$ cat config.mk
export PLATFORM = sky130hd
export DESIGN_NAME = multi_buffer_sample_capture
export DESIGN_NICKNAME = d
export VERILOG_FILES = /design/src/sv/mbsc_pkg.sv /design/src/sv/mbsc_ram.sv /design/src/sv/mbsc_ring_scan.sv /design/src/sv/multi_buffer_sample_capture.sv
export SDC_FILE = /design/constraint.sdc
export NUM_CORES = 2
export LEC_CHECK = 0
export BUFFER_PORTS_ARGS = -buffer_cell sky130_fd_sc_hd__buf_2
export CAP_MARGIN = 20
export CORE_MARGIN = 5
export CORE_UTILIZATION = 65
export DETAILED_ROUTE_END_ITERATION = 6
export GPL_TIMING_DRIVEN = 0
export HOLD_SLACK_MARGIN = 0.03
export PLACE_DENSITY = 0.91
export SYNTH_ARGS = -nofsm -noshare
export SYNTH_HDL_FRONTEND = slang
export SYNTH_HIERARCHICAL = 1
export SYNTH_SLANG_ARGS = --single-unit
$ cat constraint.sdc
create_clock -name clock -period 16.1 [get_ports clock]
set_input_delay 1.61 -clock clock [delete_from_list [all_inputs] [get_ports clock]]
set_output_delay 1.61 -clock clock [all_outputs]
set_load 0.005 [all_outputs]
$ cat src/sv/mbsc_pkg.sv
// mbsc_pkg: shared types and codes for the multi-buffer sample capture block
// request and response beat structs, command and result kind codes
// no dependencies
package mbsc_pkg;

   localparam int SAMPLE_W  = 32;
   localparam int BUF_NUM_W = 4;
   localparam int CNT_W     = 32;
   localparam int KIND_W    = 2;

   localparam logic CMD_STORE = 1'b0;
   localparam logic CMD_DRAIN = 1'b1;

   localparam logic [KIND_W-1:0] KIND_STORED  = 2'd0;
   localparam logic [KIND_W-1:0] KIND_DROPPED = 2'd1;
   localparam logic [KIND_W-1:0] KIND_DRAINED = 2'd2;
   localparam logic [KIND_W-1:0] KIND_EMPTY   = 2'd3;

   typedef struct packed {
      logic                       cmd;
      logic signed [SAMPLE_W-1:0] sample;
   } req_type;

   typedef struct packed {
      logic [KIND_W-1:0]          kind;
      logic signed [SAMPLE_W-1:0] data_word;
      logic [BUF_NUM_W-1:0]       buffer_number;
      logic                       last;
      logic [CNT_W-1:0]           total_count;
      logic [CNT_W-1:0]           lost_count;
   } rsp_type;

   typedef struct packed {
      logic go;
      logic want_full;
   } scan_ctl_type;

   typedef struct packed {
      logic done;
      logic found;
   } scan_sts_type;

endpackage

$ cat src/sv/mbsc_ram.sv
// mbsc_ram: sample storage, one write port and one registered read port
// depends on mbsc_pkg for the sample width
module mbsc_ram #(
   parameter int DEPTH = 96
) (
   input  logic                                clock,
   input  logic                                wr_en,
   input  logic [$clog2(DEPTH)-1:0]            wr_addr,
   input  logic [mbsc_pkg::SAMPLE_W-1:0]       wr_data,
   input  logic                                rd_en,
   input  logic [$clog2(DEPTH)-1:0]            rd_addr,
   output logic [mbsc_pkg::SAMPLE_W-1:0]       rd_data
);
   import mbsc_pkg::*;

   logic [SAMPLE_W-1:0] mem [DEPTH];
   logic [SAMPLE_W-1:0] rd_data_ff;

   always_ff @(posedge clock) begin
      if (wr_en) begin
         mem[wr_addr] <= wr_data;
      end
   end

   always_ff @(posedge clock) begin
      if (rd_en) begin
         rd_data_ff <= mem[rd_addr];
      end
   end

   assign rd_data = rd_data_ff;

endmodule

$ cat src/sv/mbsc_ring_scan.sv
// mbsc_ring_scan: round-robin search over the buffer flags, one buffer a cycle
// shared by the free-buffer search and the full-buffer search; uses mbsc_pkg
module mbsc_ring_scan #(
   parameter int BUFFER_NUM = 3
) (
   input  logic                              clock,
   input  logic                              reset,
   input  mbsc_pkg::scan_ctl_type            ctl,
   input  logic [BUFFER_NUM-1:0]             flags,
   input  logic [$clog2(BUFFER_NUM)-1:0]     start_idx,
   output mbsc_pkg::scan_sts_type            sts,
   output logic [$clog2(BUFFER_NUM)-1:0]     hit_idx
);
   import mbsc_pkg::*;

   localparam int IDX_W = $clog2(BUFFER_NUM);

   logic             run_ff,  run_in;
   logic             want_ff, want_in;
   logic [IDX_W-1:0] idx_ff,  idx_in;
   logic [IDX_W-1:0] cnt_ff,  cnt_in;
   logic             match;

   always_comb begin
      match     = (flags[idx_ff] == want_ff);
      sts.found = run_ff && match;
      sts.done  = run_ff && (match || (cnt_ff == IDX_W'(BUFFER_NUM - 1)));
      hit_idx   = idx_ff;

      run_in  = run_ff;
      want_in = want_ff;
      idx_in  = idx_ff;
      cnt_in  = cnt_ff;
      if (ctl.go) begin
         run_in  = 1'b1;
         want_in = ctl.want_full;
         idx_in  = start_idx;
         cnt_in  = '0;
      end else if (sts.done) begin
         run_in = 1'b0;
      end else if (run_ff) begin
         idx_in = (idx_ff == IDX_W'(BUFFER_NUM - 1)) ? '0 : idx_ff + 1'b1;
         cnt_in = cnt_ff + 1'b1;
      end
   end

   always_ff @(posedge clock) begin
      if (reset) begin
         run_ff <= 1'b0;
      end else begin
         run_ff <= run_in;
      end
   end

   always_ff @(posedge clock) begin
      want_ff <= want_in;
      idx_ff  <= idx_in;
      cnt_ff  <= cnt_in;
   end

endmodule

$ cat src/sv/multi_buffer_sample_capture.sv
// multi_buffer_sample_capture: ring of sample buffers between an adc and a drain
// store: written to the active buffer with room; else that buffer is marked full and a
// free-buffer search runs first, and with no free buffer the sample is dropped; drain:
// a full-buffer search, then one word a cycle from the ram read port, or an empty
// result when nothing is full; results are registered; the receiver cannot stall them
// synchronous reset clears flags, pointers and counters; the sample ram is not cleared
module multi_buffer_sample_capture #(
   parameter int BUFFER_NUM      = 3,
   parameter int SAMPLES_PER_BUF = 32
) (
   input  logic              clock,
   input  logic              reset,
   input  logic              start,
   output logic              busy,
   input  mbsc_pkg::req_type req,
   output logic              rsp_valid,
   output mbsc_pkg::rsp_type rsp
);
   import mbsc_pkg::*;

   localparam int IDX_W  = $clog2(BUFFER_NUM);
   localparam int FILL_W = $clog2(SAMPLES_PER_BUF + 1);
   localparam int DEPTH  = BUFFER_NUM * SAMPLES_PER_BUF;
   localparam int ADDR_W = $clog2(DEPTH);

   typedef enum logic [4:0] {
      ST_IDLE      = 5'b00001,
      ST_SCAN_FREE = 5'b00010,
      ST_WRITE     = 5'b00100,
      ST_SCAN_FULL = 5'b01000,
      ST_DRAIN     = 5'b10000
   } state_type;

   state_type             state_ff,     state_in;
   req_type               req_ff,       req_in;
   logic [BUFFER_NUM-1:0] full_ff,      full_in;
   logic [IDX_W-1:0]      active_ff,    active_in;
   logic [FILL_W-1:0]     fill_ff,      fill_in;
   logic [IDX_W-1:0]      drain_ff,     drain_in;
   logic [CNT_W-1:0]      total_ff,     total_in;
   logic [CNT_W-1:0]      lost_ff,      lost_in;
   logic [FILL_W-1:0]     word_ff,      word_in;
   logic [IDX_W-1:0]      dbuf_ff,      dbuf_in;
   logic                  rsp_valid_ff, rsp_valid_in;
   logic                  rsp_drain_ff, rsp_drain_in;
   rsp_type               rsp_ff,       rsp_in;

   scan_ctl_type        scan_ctl;
   scan_sts_type        scan_sts;
   logic [IDX_W-1:0]    scan_start;
   logic [IDX_W-1:0]    scan_hit;
   logic                wr_en;
   logic                rd_en;
   logic [ADDR_W-1:0]   wr_addr;
   logic [ADDR_W-1:0]   rd_addr;
   logic [SAMPLE_W-1:0] rd_data;
   logic                drain_last;

   function automatic logic [IDX_W-1:0] ring_next(input logic [IDX_W-1:0] idx);
      ring_next = (idx == IDX_W'(BUFFER_NUM - 1)) ? '0 : idx + 1'b1;
   endfunction

   mbsc_ring_scan #(
      .BUFFER_NUM (BUFFER_NUM)
   ) u_scan (
      .clock     (clock),
      .reset     (reset),
      .ctl       (scan_ctl),
      .flags     (full_ff),
      .start_idx (scan_start),
      .sts       (scan_sts),
      .hit_idx   (scan_hit)
   );

   mbsc_ram #(
      .DEPTH (DEPTH)
   ) u_ram (
      .clock   (clock),
      .wr_en   (wr_en),
      .wr_addr (wr_addr),
      .wr_data (req_ff.sample),
      .rd_en   (rd_en),
      .rd_addr (rd_addr),
      .rd_data (rd_data)
   );

   assign wr_addr    = ADDR_W'(int'(active_ff) * SAMPLES_PER_BUF + int'(fill_ff));
   assign rd_addr    = ADDR_W'(int'(dbuf_ff) * SAMPLES_PER_BUF + int'(word_ff));
   assign drain_last = (word_ff == FILL_W'(SAMPLES_PER_BUF - 1));
   assign busy       = (state_ff != ST_IDLE);

   always_comb begin
      state_in     = state_ff;
      req_in       = req_ff;
      full_in      = full_ff;
      active_in    = active_ff;
      fill_in      = fill_ff;
      drain_in     = drain_ff;
      total_in     = total_ff;
      lost_in      = lost_ff;
      word_in      = word_ff;
      dbuf_in      = dbuf_ff;
      rsp_valid_in = 1'b0;
      rsp_drain_in = 1'b0;
      rsp_in       = rsp_ff;
      scan_ctl     = '0;
      scan_start   = '0;
      wr_en        = 1'b0;
      rd_en        = 1'b0;

      case (state_ff)
         ST_IDLE: begin
            if (start) begin
               req_in = req;
               if (req.cmd == CMD_STORE) begin
                  if (fill_ff >= FILL_W'(SAMPLES_PER_BUF)) begin
                     full_in[active_ff] = 1'b1;
                     scan_ctl.go        = 1'b1;
                     scan_ctl.want_full = 1'b0;
                     scan_start         = ring_next(active_ff);
                     state_in           = ST_SCAN_FREE;
                  end else begin
                     state_in = ST_WRITE;
                  end
               end else begin
                  scan_ctl.go        = 1'b1;
                  scan_ctl.want_full = 1'b1;
                  scan_start         = drain_ff;
                  state_in           = ST_SCAN_FULL;
               end
            end
         end
         ST_SCAN_FREE: begin
            if (scan_sts.done) begin
               if (scan_sts.found) begin
                  active_in = scan_hit;
                  fill_in   = '0;
                  state_in  = ST_WRITE;
               end else begin
                  lost_in              = lost_ff + 1'b1;
                  rsp_valid_in         = 1'b1;
                  rsp_in.kind          = KIND_DROPPED;
                  rsp_in.data_word     = '0;
                  rsp_in.buffer_number = BUF_NUM_W'(active_ff);
                  rsp_in.last          = 1'b1;
                  rsp_in.total_count   = total_ff;
                  rsp_in.lost_count    = lost_ff + 1'b1;
                  state_in             = ST_IDLE;
               end
            end
         end
         ST_WRITE: begin
            wr_en                = 1'b1;
            fill_in              = fill_ff + 1'b1;
            total_in             = total_ff + 1'b1;
            rsp_valid_in         = 1'b1;
            rsp_in.kind          = KIND_STORED;
            rsp_in.data_word     = '0;
            rsp_in.buffer_number = BUF_NUM_W'(active_ff);
            rsp_in.last          = 1'b1;
            rsp_in.total_count   = total_ff + 1'b1;
            rsp_in.lost_count    = lost_ff;
            state_in             = ST_IDLE;
         end
         ST_SCAN_FULL: begin
            if (scan_sts.done) begin
               if (scan_sts.found) begin
                  dbuf_in  = scan_hit;
                  word_in  = '0;
                  state_in = ST_DRAIN;
               end else begin
                  rsp_valid_in         = 1'b1;
                  rsp_in.kind          = KIND_EMPTY;
                  rsp_in.data_word     = '0;
                  rsp_in.buffer_number = '0;
                  rsp_in.last          = 1'b1;
                  rsp_in.total_count   = total_ff;
                  rsp_in.lost_count    = lost_ff;
                  state_in             = ST_IDLE;
               end
            end
         end
         ST_DRAIN: begin
            rd_en                = 1'b1;
            rsp_valid_in         = 1'b1;
            rsp_drain_in         = 1'b1;
            rsp_in.kind          = KIND_DRAINED;
            rsp_in.data_word     = '0;
            rsp_in.buffer_number = BUF_NUM_W'(dbuf_ff);
            rsp_in.last          = drain_last;
            rsp_in.total_count   = total_ff;
            rsp_in.lost_count    = lost_ff;
            word_in              = word_ff + 1'b1;
            if (drain_last) begin
               full_in[dbuf_ff] = 1'b0;
               if (dbuf_ff == active_ff) begin
                  fill_in = '0;
               end
               drain_in = ring_next(dbuf_ff);
               state_in = ST_IDLE;
            end
         end
         default: begin
            state_in = ST_IDLE;
         end
      endcase
   end

   always_ff @(posedge clock) begin
      if (reset) begin
         state_ff     <= ST_IDLE;
         full_ff      <= '0;
         active_ff    <= '0;
         fill_ff      <= '0;
         drain_ff     <= '0;
         total_ff     <= '0;
         lost_ff      <= '0;
         rsp_valid_ff <= 1'b0;
         rsp_drain_ff <= 1'b0;
      end else begin
         state_ff     <= state_in;
         full_ff      <= full_in;
         active_ff    <= active_in;
         fill_ff      <= fill_in;
         drain_ff     <= drain_in;
         total_ff     <= total_in;
         lost_ff      <= lost_in;
         rsp_valid_ff <= rsp_valid_in;
         rsp_drain_ff <= rsp_drain_in;
      end
   end

   always_ff @(posedge clock) begin
      req_ff  <= req_in;
      word_ff <= word_in;
      dbuf_ff <= dbuf_in;
      rsp_ff  <= rsp_in;
   end

   always_comb begin
      rsp           = rsp_ff;
      rsp.data_word = rsp_drain_ff ? rd_data : '0;
   end

   assign rsp_valid = rsp_valid_ff;

endmodule
==> flow_summary.yaml, run 1 <==
place:
  gp_congestion: 0.986
  numPortBuffers: 138
  dp_hpwl_um: 359000
clocking:
  cts.sinks: 3303
  cts.repair.resized: 0
  hold_buffers: 0
  numCtsBuffers: 331
  clk_path_buf_depth: 4
  cts_setup_buffers: 0
  root_buffer: "clkbuf_16"
  htreeDepth: 5
synthesis:
  synth-edff-count: 3216
  async_flop_share_pct: 0
  synth.distinct_cells: 79
  synth_area_mm2: 0.128
  syn_area_per_cell_um2: 20.9
  synth-main-ff-cell: "edfxtp_1"
  synthCells: 6120
  synth-seq-cells: 3303
  synth-seq-area-share_pct: 76.9
  yosys_warnings: 6
die:
  die_w_um: 453
  initial_utilization_pct: 65.5
  row_count: 162
  pin_count: 141
  die_y_um: 453
global_route:
  overflow: 59
  grt_usage_pct: 70.9
  grt_start_max_net_pins: 43
run_status:
  status: "stopped before the end"
  run.stop_error: "[ERROR GRT-0232] Routing congestion too high. Check the congestion heatmap in the GUI."
  failing_step: "global routing (5_1_grt)"
-- per-stage QoR --
step                instances  setup slack (ns)  cell area [µm²]
CTS                      9786             10.50           150000
detailed placement       9219             10.84           140000
global placement         8883              5.82           132000
floorplan                6121              9.25           128000
-- metal layers --
metal / overflow / global-route usage [%]
met3: 1 / 65.5
met1: 0 / 68.3
met2: 26 / 81.9
met4: 32 / 66.7
met5: 0 / 47.9
-- Yosys cell counts (29+ instances only) --
library cell / n / share of area (%)
a21oi_1: 94 / 0.37
nor3_1: 46 / 0.18
mux2_2: 40 / 0.35
nand3_1: 103 / 0.40
xnor2_1: 36 / 0.25
nand4_1: 29 / 0.14
mux2i_1: 302 / 2.4
nand2_1: 162 / 0.48
buf_2: 81 / 0.32
clkbuf_1: 129 / 0.38
a221oi_1: 41 / 0.28
a22o_1: 33 / 0.23
mux4_2: 670 / 12
a22oi_1: 128 / 0.75
and2_1: 53 / 0.26
nor2b_1: 54 / 0.26
o22ai_1: 87 / 0.43
buf_4: 45 / 0.26
buf_6: 52 / 0.46
edfxtp_1: 3216 / 76
o21ai_0: 34 / 0.13
dfxtp_1: 87 / 1.4
nor2_1: 181 / 0.53
-- cells by family after synthesis --
| group | share of synthesized area [%] |
|---|---|
| simple gates | 3.24 |
| flops | 76.9 |
| buf+inv | 1.62 |
| other cells | 0.00293 |
| xor+xnor | 0.438 |
| compound gates | 3.14 |
| mux | 14.6 |
| fa+ha+maj | 0.0783 |
==> run 2: changes to the inputs <==
- CORE_UTILIZATION: 65 -> 40
- HOLD_SLACK_MARGIN: 0.03 -> not set
- PLACE_DENSITY: 0.91 -> not set
- PLACE_DENSITY_LB_ADDON: not set -> 0.15
==> run 2 against run 1 <==
Compared with the run above:
- the run now ends clean
- area after synthesis stayed put
- synthesized cell count unchanged
==> flow_summary.yaml, run 2 <==
run_status:
  status: "finished, final reports clean"
final_layout:
  final_cells: 11493
  layout-drive-gt1-share_pct: 28.9
  layout_commonest_cell: "edfxtp_1"
  largest_reg_flops: 3072
  area_delta_synth_final_pct: 20.3
  layout_common_cells: "edfxtp_1 (3,216), mux4_2 (670), clkbuf_16 (362)"
  final_nets: 7067
  largest-register: "u_ram/mem"
  final_util_pct: 48.4
timing:
  finalSetupViolations: 0
  fmax_mhz: 161
  slew_headroom_pct: 12.9
  tightest_slew_ns: 1.31
  fin_crit_sh_pct: 38.5
  slew_violations: 0
  finalSetupTns_ns: 0
  layout_setup_ws_ns: 9.90
  finalHoldViolCount: 0
  timing.final.crit_period_ns: 6.20
  rsz0062_at_grt: "false"
  skew_ns: 0.0641
synthesis:
  yosysTopAreaCell: "edfxtp_1"
  syn_area_per_cell_um2: 20.9
  synth_area_mm2: 0.128
  synth-edff-count: 3216
  synthTopCellsByArea: "edfxtp_1 (76%), mux4_2 (12%), mux2i_1 (2.4%)"
  synth_commonest_cells: "edfxtp_1 (3,216), mux4_2 (670), mux2i_1 (302)"
  synth-seq-area-share_pct: 76.9
  yosys.area.top_type_share_pct: 75.5
  synth-seq-cells: 3303
  async_flop_share_pct: 0
  synthCells: 6120
  yosysMostFrequentCell: "edfxtp_1"
  yosys_warnings: 6
  synth.distinct_cells: 79
  synth-main-ff-cell: "edfxtp_1"
critical_path:
  slowest_delay_ns: 1.27
  crit_slowest_cell: "o22ai_1"
  cpLargestDelayFamily: "buffers and inverters"
  path_class: "flop to flop"
  critPathRequiredTime_ns: 16.87
  r2r_setup_slack_ns: 9.90
  cp.arrival_ns: 6.97
  critPathMaxFanout: 10
  regToRegStartpoint: "word_ff[3]$_SDFFCE_PP0P_"
  rr_endpoint: "u_ram/rd_data[22]$_DFFE_PP_"
  setup.worst_path.end_class: "flop"
  path_cells: "clkinv_1, buf_2, buf_2, clkbuf_2, nand2_1, o22ai_1, a31o_1"
  reg2reg_depth: 7
  critPathLaunchType: "flop"
  crit_buf_inv: 4
  cp_common_cell: "buf_2"
place:
  dp_hpwl_um: 374000
  dp.cells: 10834
  pre_cts_ws_ns: 10.15
  gp_congestion: 0.893
  numPortBuffers: 138
clocking:
  cts_tree: "done"
  root_buffer: "clkbuf_16"
  cts_setup_buffers: 0
  hold_buffers: 0
  htreeDepth: 5
  cts.sinks: 3303
  cts.repair.resized: 0
  clock_latency_ns: 0.96
  clk_path_buf_depth: 4
  numCtsBuffers: 357
  path_clk_slew_ns: 0.06
worst_hold_path:
  holdPathEnd: "drain_ff[0]$_SDFFE_PP0P_"
  hold_depth: 2
  min_from: "drain_ff[0]$_SDFFE_PP0P_"
  worstHoldPathType: "flop to flop"
routing:
  highest_layer: "met5"
  vias_per_cell: 6.54
  firstDrtPassIters: 7
  wl_met1_um: 189000
  via_count: 75139
  wl_met2_um: 231000
  drc: 0
  drt-total-wl_um: 526000
  antenna_left: 0
  wl_met3_um: 70800
  wl_per_cell_um: 45.8
  drt_iter0_markers: 13155
die:
  row_count: 207
  core_mm2: 0.318
  initial_utilization_pct: 40.2
  die_w_um: 575
  die_y_um: 575
  pin_count: 141
  die_area_mm2: 0.331
pwr:
  combPwrFrac_pct: 2.2
  p_leak_nw: 51.3
  p_switching_w: 0.00377
  p_clk_share_pct: 44.6
  p_sw_share_pct: 20.9
  seqPwrFrac_pct: 53.2
  cellPowerDensity_mw_per_mm2: 117
  ir_drop_mv: 0.0855
  p_int_w: 0.0142
global_route:
  grt_usage_pct: 31.1
  grt_pass1_vias: 70293
  grt_pass1_wl_um: 681000
  antenna_found_initial: 46
  overflow: 0
  grt_start_max_net_pins: 37
job:
  drv_cap: 0
==> run 2: metrics by stage <==
| step | total power, W | hold WS (ns) | instance area (µm²) |
|---|---|---|---|
| after global routing | 0.0184 | 0.511 | 154000 |
| after floorplan | 0.00987 | 0.437 | 128000 |
| after CTS | 0.0181 | 0.474 | 154000 |
| after detailed placement | 0.0101 | 0.466 | 143000 |
| after global placement | 0.0100 | 0.454 | 134000 |
| final | 0.0180 | 0.477 | 154000 |
==> run 2: worst max-delay path by stage <==
| stage | from | cells after the start | slack [ns] | endpoint |
|---|---|---|---|---|
| floorplan | u_scan/hit_idx[1]$_DFFE_PP_ | 6 | 9.25 | rsp[0]$_DFFE_PP_ |
| global placement | state_ff[0]$_SDFFE_PP1P_ | 7 | 4.45 | u_ram/mem[66][16]$_DFFE_PP_ |
| detailed placement | word_ff[1]$_SDFFCE_PP0P_ | 10 | 10.15 | u_ram/rd_data[12]$_DFFE_PP_ |
| CTS | word_ff[1]$_SDFFCE_PP0P_ | 10 | 10.10 | u_ram/rd_data[12]$_DFFE_PP_ |
| global route | word_ff[3]$_SDFFCE_PP0P_ | 7 | 10.44 | u_ram/rd_data[22]$_DFFE_PP_ |
| finish | word_ff[3]$_SDFFCE_PP0P_ | 7 | 9.90 | u_ram/rd_data[22]$_DFFE_PP_ |
==> run 2: final cells by class <==
type,count,area [µm²]
plain buffers,334,2020
repair buffers,543,8740
inverters,24,92.6
diodes,19,47.5
well taps,4180,5230
flip-flops and latches,3303,98300
fillers,26005,164000
clock buffers,434,9350
multi-input cells,2460,28200
clock inverters,196,1850
==> run 2: kinds of logic (layout without fill, tap and decap cells) <==
kind of cell	count (synthesis)	count (layout)	share of synthesized area, %
simple gates	797	797	3.24
mux	1016	1016	14.6
fa+ha+maj	8	8	0.0783
other cells	1	21	0.00293
buf+inv	358	1531	1.62
compound gates	573	573	3.14
flops	3303	3303	76.9
xor+xnor	64	64	0.438
==> run 2: per-layer routing <==
layer | GRT usage [%] | up-vias
li1 | - | 27479
met1 | 41.0 | 40467
met2 | 46.3 | 5937
met3 | 10.2 | 1240
met4 | 16.3 | 16
met5 | 0 | -
==> run 2: worst reg2reg max path, stage by stage, from the launching register on <==
cell and delay [ns]:
edfxtp_1 0.62, clkinv_1 0.52, buf_2 0.68, buf_2 0.80, clkbuf_2 0.81, nand2_1 1.03, o22ai_1 1.29, a31o_1 0.29
==> run 2: power groups by stage <==
| stage | Sequential, W | Clock, W | Combinational [W] |
|---|---|---|---|
| floorplan | 0.00984 | 0 | 0.0000332 |
| global placement | 0.00997 | 0 | 0.0000653 |
| detailed placement | 0.00977 | 0 | 0.000382 |
| CTS | 0.00959 | 0.00810 | 0.000382 |
| global route | 0.00958 | 0.00846 | 0.000403 |
| finish | 0.00958 | 0.00802 | 0.000392 |
(Power assumes the default switching activity.)
